## src/rtl/quicksort_batch_sorter_macros.svh

```systemverilog
// ----------------------------------------------------------------------------
// Quicksort batch sorter assertion macros
// Implication checks on the clock and reset of the including module.
// ----------------------------------------------------------------------------
`ifndef QUICKSORT_BATCH_SORTER_MACROS_SVH
`define QUICKSORT_BATCH_SORTER_MACROS_SVH

// Same-cycle implication, disabled during reset.
`define QSB_ASSERT_IMPL(lbl, pre, post) \
	lbl: assert property (@(posedge clk) disable iff (!arst_n) (pre) |-> (post)) \
		else $error("quicksort batch sorter: same-cycle check failed");

// Next-cycle implication, disabled during reset.
`define QSB_ASSERT_NEXT(lbl, pre, post) \
	lbl: assert property (@(posedge clk) disable iff (!arst_n) (pre) |=> (post)) \
		else $error("quicksort batch sorter: next-cycle check failed");

`endif

```

## src/rtl/qsb_pkg.sv

```systemverilog
// ----------------------------------------------------------------------------
// Quicksort batch sorter package
// Sizes, derived widths and the controller state type.
// ----------------------------------------------------------------------------
`default_nettype none

package qsb_pkg;

	localparam int CAPACITY    = 64;
	localparam int VALUE_WIDTH = 32;
	localparam int IDX_W       = (CAPACITY > 1) ? $clog2(CAPACITY) : 1;
	localparam int CNT_W       = $clog2(CAPACITY + 1);
	localparam int STK_W       = 2 * IDX_W;

	typedef enum logic [13:0] {
		ST_IDLE      = 14'b00000000000001,
		ST_START     = 14'b00000000000010,
		ST_POP       = 14'b00000000000100,
		ST_STK_WAIT  = 14'b00000000001000,
		ST_PIV       = 14'b00000000010000,
		ST_RD_B      = 14'b00000000100000,
		ST_CMP_B     = 14'b00000001000000,
		ST_RD_A      = 14'b00000010000000,
		ST_CMP_A     = 14'b00000100000000,
		ST_PLACE     = 14'b00001000000000,
		ST_PUSH_L    = 14'b00010000000000,
		ST_EMIT_RD   = 14'b00100000000000,
		ST_EMIT_LD   = 14'b01000000000000,
		ST_EMIT_HOLD = 14'b10000000000000
	} state_t;

endpackage

`default_nettype wire

```

## src/rtl/quicksort_batch_sorter.sv

```systemverilog
// ----------------------------------------------------------------------------
// Quicksort batch sorter
// Loads a batch of signed values, sorts it ascending with an in-place hole
// partition quicksort and streams the sorted batch out.
//
// Usage: input transactions carry value and last; each value is written to
// the element store. Once the store holds CAPACITY values,
// further values are discarded and the batch is flagged as dropped. The
// transaction with last set closes the batch and starts the sort; in_stall
// stays high from then until the final result has been taken.
// Each compare of the partition is a memory read, then a compare and write
// back; each range popped from the pending-range stack also passes through
// the pop, stack-wait, pivot, place and push states.
// Results leave from an output register; the next element is read only once
// the previous result has been taken. out_stall simply holds the register
// and the sequencer waits. The final result has last_res set, and every
// result of a batch carries the same dropped flag.
// Reset empties the batch and the output register; memory contents are not
// cleared because only entries written in the current batch are read.
// ----------------------------------------------------------------------------
`default_nettype none

`include "quicksort_batch_sorter_macros.svh"

module quicksort_batch_sorter
	import qsb_pkg::*;
(
	input  wire logic                          clk,
	input  wire logic                          arst_n,
	input  wire logic                          in_valid,
	output logic                               in_stall,
	input  wire logic signed [VALUE_WIDTH-1:0] value,
	input  wire logic                          last,
	output logic                               out_valid,
	input  wire logic                          out_stall,
	output logic signed [VALUE_WIDTH-1:0]      sorted_value,
	output logic                               last_res,
	output logic                               dropped
);

	state_t state_q;
	logic [CNT_W-1:0] count_q;
	logic [CNT_W-1:0] depth_q;
	logic             ovf_q;
	logic             out_valid_q;

	logic signed [VALUE_WIDTH-1:0] pivot_q;
	logic signed [VALUE_WIDTH-1:0] sorted_value_q;
	logic                          last_res_q;
	logic                          dropped_q;
	logic [IDX_W-1:0]              lo_q;
	logic [IDX_W-1:0]              hi_q;
	logic [IDX_W-1:0]              a_q;
	logic [IDX_W-1:0]              b_q;
	logic [IDX_W-1:0]              k_q;

	logic                          e_we;
	logic [IDX_W-1:0]              e_waddr;
	logic [VALUE_WIDTH-1:0]        e_wdata;
	logic                          e_re;
	logic [IDX_W-1:0]              e_raddr;
	logic [VALUE_WIDTH-1:0]        e_rdata_raw;
	logic signed [VALUE_WIDTH-1:0] e_rdata;

	logic             s_we;
	logic [IDX_W-1:0] s_waddr;
	logic [STK_W-1:0] s_wdata;
	logic             s_re;
	logic [IDX_W-1:0] s_raddr;
	logic [STK_W-1:0] s_rdata;

	logic             in_acc;
	logic             out_acc;
	logic             has_room;
	logic             a_lt_b;
	logic             push_r;
	logic             push_l;
	logic             k_last;
	logic [CNT_W-1:0] cnt_m1;
	logic [CNT_W-1:0] depth_m1;
	logic [IDX_W-1:0] a_inc;
	logic [IDX_W-1:0] a_dec;

	assign in_stall  = (state_q != ST_IDLE);
	assign in_acc    = in_valid && !in_stall;
	assign out_valid = out_valid_q;
	assign out_acc   = out_valid_q && !out_stall;

	assign sorted_value = sorted_value_q;
	assign last_res     = last_res_q;
	assign dropped      = dropped_q;

	assign e_rdata  = e_rdata_raw;
	assign has_room = (count_q < CNT_W'(CAPACITY));
	assign a_lt_b   = (a_q < b_q);
	assign cnt_m1   = count_q - CNT_W'(1);
	assign depth_m1 = depth_q - CNT_W'(1);
	assign a_inc    = a_q + IDX_W'(1);
	assign a_dec    = a_q - IDX_W'(1);
	assign push_r   = (({1'b0, a_q} + (IDX_W + 1)'(1)) < {1'b0, hi_q})
		&& (depth_q < CNT_W'(CAPACITY));
	assign push_l   = (({1'b0, lo_q} + (IDX_W + 1)'(1)) < {1'b0, a_q})
		&& (depth_q < CNT_W'(CAPACITY));
	assign k_last   = ({1'b0, k_q} + CNT_W'(1)) == count_q;

	qsb_ram #(
		.WIDTH(VALUE_WIDTH),
		.DEPTH(CAPACITY)
	) u_element_ram (
		.clk  (clk),
		.we   (e_we),
		.waddr(e_waddr),
		.wdata(e_wdata),
		.re   (e_re),
		.raddr(e_raddr),
		.rdata(e_rdata_raw)
	);

	qsb_ram #(
		.WIDTH(STK_W),
		.DEPTH(CAPACITY)
	) u_stack_ram (
		.clk  (clk),
		.we   (s_we),
		.waddr(s_waddr),
		.wdata(s_wdata),
		.re   (s_re),
		.raddr(s_raddr),
		.rdata(s_rdata)
	);

	always_comb begin
		e_we    = 1'b0;
		e_waddr = '0;
		e_wdata = '0;
		e_re    = 1'b0;
		e_raddr = '0;
		s_we    = 1'b0;
		s_waddr = '0;
		s_wdata = '0;
		s_re    = 1'b0;
		s_raddr = '0;
		unique case (state_q)
			ST_IDLE: begin
				if (in_acc && has_room) begin
					e_we    = 1'b1;
					e_waddr = count_q[IDX_W-1:0];
					e_wdata = value;
				end
			end
			ST_START: begin
				if (count_q > CNT_W'(1)) begin
					s_we    = 1'b1;
					s_waddr = '0;
					s_wdata = {IDX_W'(0), cnt_m1[IDX_W-1:0]};
				end
			end
			ST_POP: begin
				if (depth_q != '0) begin
					s_re    = 1'b1;
					s_raddr = depth_m1[IDX_W-1:0];
				end
			end
			ST_STK_WAIT: begin
				e_re    = 1'b1;
				e_raddr = s_rdata[STK_W-1:IDX_W];
			end
			ST_RD_B: begin
				if (a_lt_b) begin
					e_re    = 1'b1;
					e_raddr = b_q;
				end
			end
			ST_CMP_B: begin
				if (!(e_rdata > pivot_q)) begin
					e_we    = 1'b1;
					e_waddr = a_q;
					e_wdata = e_rdata;
				end
			end
			ST_RD_A: begin
				if (a_lt_b) begin
					e_re    = 1'b1;
					e_raddr = a_q;
				end
			end
			ST_CMP_A: begin
				if (!(e_rdata < pivot_q)) begin
					e_we    = 1'b1;
					e_waddr = b_q;
					e_wdata = e_rdata;
				end
			end
			ST_PLACE: begin
				e_we    = 1'b1;
				e_waddr = a_q;
				e_wdata = pivot_q;
				if (push_r) begin
					s_we    = 1'b1;
					s_waddr = depth_q[IDX_W-1:0];
					s_wdata = {a_inc, hi_q};
				end
			end
			ST_PUSH_L: begin
				if (push_l) begin
					s_we    = 1'b1;
					s_waddr = depth_q[IDX_W-1:0];
					s_wdata = {lo_q, a_dec};
				end
			end
			ST_EMIT_RD: begin
				e_re    = 1'b1;
				e_raddr = k_q;
			end
			ST_EMIT_LD, ST_PIV, ST_EMIT_HOLD: begin
			end
			default: begin
			end
		endcase
	end

	always_ff @(posedge clk or negedge arst_n) begin
		if (!arst_n) begin
			state_q     <= ST_IDLE;
			count_q     <= '0;
			depth_q     <= '0;
			ovf_q       <= 1'b0;
			out_valid_q <= 1'b0;
		end else begin
			unique case (state_q)
				ST_IDLE: begin
					if (in_acc) begin
						if (has_room) begin
							count_q <= count_q + CNT_W'(1);
						end else begin
							ovf_q <= 1'b1;
						end
						if (last) begin
							state_q <= ST_START;
						end
					end
				end
				ST_START: begin
					depth_q <= (count_q > CNT_W'(1)) ? CNT_W'(1) : CNT_W'(0);
					state_q <= ST_POP;
				end
				ST_POP: begin
					if (depth_q == '0) begin
						state_q <= ST_EMIT_RD;
					end else begin
						depth_q <= depth_m1;
						state_q <= ST_STK_WAIT;
					end
				end
				ST_STK_WAIT: state_q <= ST_PIV;
				ST_PIV:      state_q <= ST_RD_B;
				ST_RD_B:     state_q <= a_lt_b ? ST_CMP_B : ST_PLACE;
				ST_CMP_B:    state_q <= (e_rdata > pivot_q) ? ST_RD_B : ST_RD_A;
				ST_RD_A:     state_q <= a_lt_b ? ST_CMP_A : ST_PLACE;
				ST_CMP_A:    state_q <= (e_rdata < pivot_q) ? ST_RD_A : ST_RD_B;
				ST_PLACE: begin
					if (push_r) begin
						depth_q <= depth_q + CNT_W'(1);
					end
					state_q <= ST_PUSH_L;
				end
				ST_PUSH_L: begin
					if (push_l) begin
						depth_q <= depth_q + CNT_W'(1);
					end
					state_q <= ST_POP;
				end
				ST_EMIT_RD: state_q <= ST_EMIT_LD;
				ST_EMIT_LD: begin
					out_valid_q <= 1'b1;
					state_q     <= ST_EMIT_HOLD;
				end
				ST_EMIT_HOLD: begin
					if (out_acc) begin
						out_valid_q <= 1'b0;
						if (last_res_q) begin
							count_q <= '0;
							ovf_q   <= 1'b0;
							state_q <= ST_IDLE;
						end else begin
							state_q <= ST_EMIT_RD;
						end
					end
				end
				default: state_q <= ST_IDLE;
			endcase
		end
	end

	always_ff @(posedge clk) begin
		unique case (state_q)
			ST_STK_WAIT: begin
				lo_q <= s_rdata[STK_W-1:IDX_W];
				hi_q <= s_rdata[IDX_W-1:0];
			end
			ST_PIV: begin
				pivot_q <= e_rdata;
				a_q     <= lo_q;
				b_q     <= hi_q;
			end
			ST_CMP_B: begin
				if (e_rdata > pivot_q) begin
					b_q <= b_q - IDX_W'(1);
				end else begin
					a_q <= a_inc;
				end
			end
			ST_CMP_A: begin
				if (e_rdata < pivot_q) begin
					a_q <= a_inc;
				end else begin
					b_q <= b_q - IDX_W'(1);
				end
			end
			ST_POP: begin
				k_q <= '0;
			end
			ST_EMIT_LD: begin
				sorted_value_q <= e_rdata;
				last_res_q     <= k_last;
				dropped_q      <= ovf_q;
			end
			ST_EMIT_HOLD: begin
				if (out_acc) begin
					k_q <= k_q + IDX_W'(1);
				end
			end
			default: begin
			end
		endcase
	end

	`QSB_ASSERT_IMPL(a_count_bound, 1'b1, count_q <= CNT_W'(CAPACITY))
	`QSB_ASSERT_IMPL(a_scan_window, (state_q == ST_RD_B) || (state_q == ST_RD_A),
		(a_q <= b_q) && (lo_q <= a_q) && (b_q <= hi_q))
	`QSB_ASSERT_NEXT(a_batch_start, in_acc && last, state_q == ST_START)
	`QSB_ASSERT_NEXT(a_batch_end, out_acc && last_res,
		(state_q == ST_IDLE) && (count_q == '0) && !ovf_q)
	`QSB_ASSERT_IMPL(a_emit_only, out_valid_q, state_q == ST_EMIT_HOLD)

endmodule

`default_nettype wire

```

## src/rtl/qsb_ram.sv

```systemverilog
// ----------------------------------------------------------------------------
// Generic simple dual-port RAM
// One write port and one read port with a registered read.
// ----------------------------------------------------------------------------
`default_nettype none

module qsb_ram #(
	parameter int WIDTH = 32,
	parameter int DEPTH = 64,
	localparam int ADDR_W = (DEPTH > 1) ? $clog2(DEPTH) : 1
) (
	input  wire logic              clk,
	input  wire logic              we,
	input  wire logic [ADDR_W-1:0] waddr,
	input  wire logic [WIDTH-1:0]  wdata,
	input  wire logic              re,
	input  wire logic [ADDR_W-1:0] raddr,
	output logic      [WIDTH-1:0]  rdata
);

	logic [WIDTH-1:0] mem_q [DEPTH];

	always_ff @(posedge clk) begin
		if (we) begin
			mem_q[waddr] <= wdata;
		end
		if (re) begin
			rdata <= mem_q[raddr];
		end
	end

endmodule

`default_nettype wire
```

## config.mk

```make
export PLATFORM = sky130hd
export DESIGN_NAME = quicksort_batch_sorter
export DESIGN_NICKNAME = d
export VERILOG_FILES = /design/src/rtl/qsb_pkg.sv /design/src/rtl/quicksort_batch_sorter.sv /design/src/rtl/qsb_ram.sv
export VERILOG_INCLUDE_DIRS = /design/src /design/src/rtl
export SDC_FILE = /design/constraint.sdc
export NUM_CORES = 2
export LEC_CHECK = 0
export ABC_AREA = 0
export BUFFER_PORTS_ARGS = -buffer_cell sky130_fd_sc_hd__clkbuf_2
export CAP_MARGIN = 20
export CORE_ASPECT_RATIO = 1.2
export CORE_UTILIZATION = 45
export DETAILED_ROUTE_END_ITERATION = 16
export SKIP_CTS_REPAIR_TIMING = 1
export SYNTH_ARGS = -nofsm -noshare
export SYNTH_HDL_FRONTEND = slang
export SYNTH_SLANG_ARGS = --single-unit
```

## constraint.sdc

```tcl
create_clock -name clk -period 8.1 [get_ports clk]
set_input_delay 0.81 -clock clk [delete_from_list [all_inputs] [get_ports clk]]
set_output_delay 0.81 -clock clk [all_outputs]
set_load 0.05 [all_outputs]
```

Word level (Yosys, flattened, before mapping)
Memory sizes are Yosys's and may differ from the RTL's. A register that Yosys moved wholly into a read port is not among the register bits.
Index checks and enable logic that the tools add are counted.
- input port bits: 37
- register bits after elaboration: 126
- RAM bits: 2816
- memories: 2
- output and inout port bits: 36
- logic and storage cells: 160
- memory list (name ; words ; width ; read ports ; clocked after memory_dff ; write ports ; line ; text):
    u_element_ram.mem_q ; 64 ; 32 ; 1 ; 1 ; 1 ; qsb_ram.sv:21 ; logic [WIDTH-1:0] mem_q [DEPTH];
    u_stack_ram.mem_q ; 64 ; 12 ; 1 ; 1 ; 1 ; qsb_ram.sv:21 ;
- add/sub/neg operators: 11
- reductions and logical operators: 25
- magnitude comparators: 8
- mux-type cells: 71
- equal/unequal tests: 29
- operators by type and width (cell ; count):
    one-hot mux 14 bit (13 select lines) ; 1
    one-hot mux 32 bit (4 select lines) ; 1
    two-way mux 32 bit ; 3
    two-way mux 6 bit ; 15
    two-way mux 7 bit ; 7
    two-way mux 12 bit ; 4
    one-hot mux 6 bit (4 select lines) ; 2
    two-way mux 14 bit ; 3
    one-hot mux 12 bit (3 select lines) ; 1
    one-hot mux 6 bit (3 select lines) ; 2
    greater-than comparator 32 bit ; 1
    less-than comparator 32 bit ; 1
    one-hot mux 7 bit (4 select lines) ; 1
    != test 2 bit, second input constant ; 13
    one-hot mux 6 bit (2 select lines) ; 2
    adder 6 x 1 -> 7 bit, second input constant ; 3
    two-way mux 10 bit ; 2
    two-way mux 1 bit ; 19
    subtractor 6 x 1 -> 6 bit, second input constant ; 3
    two-way mux 8 bit ; 2
    adder 7 x 1 -> 7 bit, second input constant ; 2
    equality test 14 x 1 -> 1 bit, second input constant ; 1
    equality test 14 x 10 -> 1 bit, second input constant ; 1
    equality test 14 x 11 -> 1 bit, second input constant ; 1
    other kinds (35) ; 53

Longest topological paths before layout
- depth after elaboration: 8
- gate-level depth with buffers: 18
- gate-level depth less buffers: 12

By module
From an unflattened synthesis, not the netlist that was laid out.
- cells, all modules: 5434
- area total of the unflattened synthesis: 116714.4 µm²
- modules (own cells, without submodules) (module ; times used ; area an instance (µm²) ; seq. area each (µm²) ; cells each):
    qsb_ram at u_element_ram ; 1 ; 78835.6 ; 62459.9 ; 3324
    qsb_ram at u_stack_ram ; 1 ; 29971.2 ; 23422.5 ; 1339
    quicksort_batch_sorter ; 1 ; 7907.6 ; 3634.7 ; 771

Least setup slack after synthesis
Ideal clock, no wire load.
- path type: reg2reg
- from: register state_q[6]
- to: memory u_element_ram.mem_q[56][0], enable pin
- required time: 7.598 ns
- slack: 1.424 ns
- library setup time: 0.502 ns
- path buffers: 2
- cell stages (with the launch flop): 12
- arrival time: 6.174 ns
- path through: dfrtp_1 -> buf_6 -> or4_1 -> buf_6 -> nor3_1 -> and4b_1 -> inv_1 -> nor3b_1 -> and2_1 -> a221o_1 -> nand3_1 -> nor4_1
- cells in the longest elaborated chain, start to end: 8
- elaborated cells between the ends (all ways): 14
- those cells by class: 5 x eq/ne; 6 x mux; 3 x reduce/logical
- RTL lines (what ; line ; text):
    start: declaration ; quicksort_batch_sorter.sv:41 ; state_t state_q;
    start signal: assignment ; quicksort_batch_sorter.sv:257 ; ST_RD_B: state_q <= a_lt_b ? ST_CMP_B : ST_PLACE;
    start signal: assignment ; quicksort_batch_sorter.sv:258 ; ST_CMP_B: state_q <= (e_rdata > pivot_q) ? ST_RD_B : ST_RD_A;
    start signal: assignment ; quicksort_batch_sorter.sv:259 ; ST_RD_A: state_q <= a_lt_b ? ST_CMP_A : ST_PLACE;
    != test 14 x 1 -> 1 bit * ; quicksort_batch_sorter.sv:84 ; assign in_stall = (state_q != ST_IDLE);
    named net in_stall ; quicksort_batch_sorter.sv:31 ; output logic in_stall,
    logical NOT 1 bit * ; quicksort_batch_sorter.sv:85 ; assign in_acc = in_valid && !in_stall;
    logical AND 1 bit * ; quicksort_batch_sorter.sv:85 ;
    logical AND 1 bit * ; quicksort_batch_sorter.sv:145 ; if (in_acc && has_room) begin
    two-way mux 1 bit ; quicksort_batch_sorter.sv:145 ;
    one-hot mux 1 bit (4 select lines) ; quicksort_batch_sorter.sv:143 ; unique case (state_q)
    two-way mux 1 bit ; qsb_ram.sv:24 ; if (we) begin
    two-way mux 1 bit (implied by the code) ; qsb_ram.sv:25 ; mem_q[waddr] <= wdata;
    end: declaration ; qsb_ram.sv:21 ;
The timed path passes the listed nets; every way through them passes the cells marked *.

Worst setup path in the final report
- from: register state_q[6]
- to: register u_element_ram.rdata[2], read port of u_element_ram.mem_q, data pin
- cells in the longest elaborated chain, start to end: 3
- elaborated cells between the ends (all ways): 8
- those cells by class: 4 x eq/ne; 2 x mux; 2 x reduce/logical
- RTL lines (what ; line ; text):
    equality test 14 x 4 -> 1 bit (tied with other cells) ; quicksort_batch_sorter.sv:143 ;
    OR reduction 2 bit (no line) ; n/a ;
    one-hot mux 1 bit (2 select lines) ; quicksort_batch_sorter.sv:143 ;
    end: declaration ; qsb_ram.sv:18 ; output logic [WIDTH-1:0] rdata
Several ways; a longest one is shown, not always the timed one.
A chain may end at the register's enable or synchronous reset.

==> flow_metrics.env <==
export IMPL_fmax_mhz=152
export IMPL_ys_ff_latch=2986
export IMPL_syn_area_um2=122000
export IMPL_coreArea_um2=268000
export IMPL_globalRouteOverflowTotal=0
export IMPL_drt_pass1_iter_count=10
export IMPL_setup_tns_ns=0
export IMPL_routed_via_density=6.35
export IMPL_die_area_um2=273000
export IMPL_grt_pass1_vias=71200
export IMPL_crit_type="reg -> reg"
export IMPL_tightest_slew_ns=1.35
export IMPL_p_leak_nw=49.2
export IMPL_antenna_left=0
export IMPL_synth_simple_gate_area_share_pct=4.89
export IMPL_utilization_pct=51.6
export IMPL_num_vias=74300
export IMPL_period_needed_ns=6.56
export IMPL_critPathTopFamily="simple AND/OR/NAND/NOR gates"
export IMPL_clock_path_buffers=4
export IMPL_synthCells=7682
export IMPL_finalClockSkew_ns=0.0980
export IMPL_area_growth_pct=13.7
export IMPL_crit_path_end="u_element_ram.rdata[2]"
export IMPL_yosys_area_top_type_share_pct=72.9
export IMPL_yosys_area_top_type="edfxtp_1"
export IMPL_std_cell_rows=208
export IMPL_fillers=21800
export IMPL_synth_common_cells="2,956 x edfxtp_1, 837 x mux2i_1, 357 x nor2_1, 356 x clkbuf_1, 334 x o22ai_1"
export IMPL_async_flop_share_pct=1.00
export IMPL_r2r_start="state_q[6]"
export IMPL_yosysMostFrequentCell="edfxtp_1"
export IMPL_crit_path_max_incr_delay_ns=0.89
export IMPL_grt_max_degree=141
export IMPL_cts_root_buf="clkbuf_16"
export IMPL_ys_seq_area_share_pct=73.5
export IMPL_drtIter0Drc=9540
export IMPL_fp_dieH_um=572
export IMPL_syn_nets=7777
export IMPL_die_x_um=477
export IMPL_h_tree_depth=5
export IMPL_wl_per_cell_um=32.7
export IMPL_relSlewSlack_pct=10.1
export IMPL_r2r_slack_ns=1.54
export IMPL_setup_viol_count_final=0
export IMPL_ys_types=86
export IMPL_io_buffers=72
export IMPL_start_kind="flop"
export IMPL_yosys_warnings=0
export IMPL_synth_area_mux_share_pct=8.09
export IMPL_synth_top_family_by_area="compound AO/OA/AOI/OAI gates"
export IMPL_drv_slew=0
export IMPL_path_cells="or4_1, nor4_4, a22o_4, nor2_4, buf_12, buf_4, mux2_4, a2111oi_0, nand3_1, a22o_1, or3_1"
export IMPL_cp_data_required_time_ns=8.66
export IMPL_synth_edf_count=2956
export IMPL_hold_path_class="in -> async"
export IMPL_crit_arrival_ns=7.12
export IMPL_cts_tree="done"
export IMPL_synthXorXnorAreaFrac_pct=0.266
export IMPL_fin_nets=7956
export IMPL_crit_buf_inv=2
export IMPL_path_depth=11
export IMPL_drive_above_1_share_pct=13.6
export IMPL_start_util_pct=45.4
export IMPL_rsz0062_at_grt="false"
export IMPL_clkLatencyLatePin_ns=0.89
export IMPL_end_kind="flop"
export IMPL_detail_route_wirelength_um=382000
export IMPL_critPathSlowestCell="a2111oi_0"
export IMPL_hold_viol_final=0
export IMPL_max_cap_violations=0
export IMPL_syn_avg_cell_area_um2=15.8
export IMPL_cts_buffers=306
export IMPL_startpoint="state_q[6]"
export IMPL_status="completed"
export IMPL_place_congestion=0.907
export IMPL_ir_drop_mv=0.191
export IMPL_synth_compound_area_share_pct=10.3
export IMPL_p_per_area_nw_per_um2=255
export IMPL_period_share_pct=81.0
export IMPL_grt_first_pass_wirelength_um=536000
export IMPL_crit_fanout=69
export IMPL_ios=73
export IMPL_ys_top_cells_by_area="edfxtp_1 73%, mux2i_1 6.9%, o22ai_1 1.7%, o211ai_1 1.7%, a2111oi_0 1.6%"
export IMPL_clkTransAtPathRegs_ns=0.06
export IMPL_cts_sinks=2986
export IMPL_r2r_cells=11
export IMPL_reg2reg_to="u_element_ram.rdata[2]"
export IMPL_place_hpwl_um=229000
export IMPL_gr_usage_all_layers_pct=27.3
export IMPL_synthFlopType="edfxtp_1"
export IMPL_drc_errors=0
export IMPL_synth_adder_area_share_pct=0.596
export IMPL_antenna_found_initial=31
[state kept, by name, indices dropped and copies added (netlist names), 12 cells and up]
register             cells
pivot_q                 32
sorted_value            32
state_q                 14
u_element_ram.mem_q   2048
u_element_ram.rdata     32
u_stack_ram.mem_q      768
u_stack_ram.rdata       12
[layout make-up]
class,count,area (um2),area share (%)
inverters,106,423,0.305
multi-input cells,4036,30500,22.0
clock inverters,156,1510,1.09
clock buffers,376,8140,5.88
repair buffers,425,3770,2.72
diodes,49,123,0.0886
well taps,3570,4470,3.23
flip-flops and latches,2986,89500,64.7
[per-stage QoR]
stage	setup slack [ns]	area, um2	instances	hold slack, ns	power [mW]
3_5_place_dp	1.84	128000	11100	0.439	21.6
6_report	1.54	138000	11700	0.0304	35.3
2_1_floorplan	1.42	122000	7682	0.400	19.9
3_3_place_gp	1.34	127000	11000	0.437	21.5
5_1_grt	1.31	138000	11700	0.0748	36.1
4_1_cts	1.78	138000	11600	0.0147	35.3
[cells by family after synthesis]
kind of cell,Yosys count
AO/OA/AOI/OAI,1794
XOR/XNOR,37
AND/OR/NAND/NOR,1220
multiplexers,927
flip-flops,2986
adder cells (fa/ha/maj),58
buffers and inverters,660
[layout by cell type (no fill, tap or decap), types with 26 or more instances in the layout]
master,n
clkinv_1,63
ha_1,58
clkinv_2,66
a31oi_1,28
a21o_1,28
or3b_1,32
o31ai_1,29
clkbuf_1,59
o22ai_1,334
clkbuf_16,316
clkbuf_2,72
nor2_4,66
inv_1,70
nand3_1,175
edfxtp_1,2956
o22a_1,63
buf_12,36
nand2_1,298
or3_1,118
buf_4,261
diode_2,49
a21oi_1,165
buf_6,26
o21ai_0,305
a2111oi_0,211
o221ai_1,28
o211ai_1,269
dfrtp_1,28
nor3_1,53
a222oi_1,34
nand4_1,31
a211oi_1,45
nand2b_1,31
mux2_4,60
a22o_1,34
nor2_1,291
mux2i_1,837
[metal layers]
layer  routed length [um]  part of all wire, %  track usage, %
met5                   57                0.015               0
met1               142000                   37            34.6
met3                31700                  8.3            4.19
met2               186000                   49            45.4
met4                22400                  5.9            14.7
[how the worst min path moves through the flow]
stage | startpoint | to | slack (ns) | cells after the start
floorplan | u_stack_ram.rdata[0] | hi_q[0] | 0.40 | 0
global placement | ovf_q | dropped | 0.44 | 0
detailed placement | ovf_q | dropped | 0.44 | 0
CTS | arst_n | count_q[1] | 0.01 | 1
global route | arst_n | count_q[1] | 0.07 | 1
finish | arst_n | count_q[1] | 0.03 | 1
[report_power, final]
group | total [mW] | switching (mW) | internal (mW)
Sequential | 18.1 | 0.173 | 17.9
Clock | 13.9 | 5.94 | 7.94
Combinational | 3.25 | 2.57 | 0.679
No activity file was read; power rests on OpenSTA's default activity.
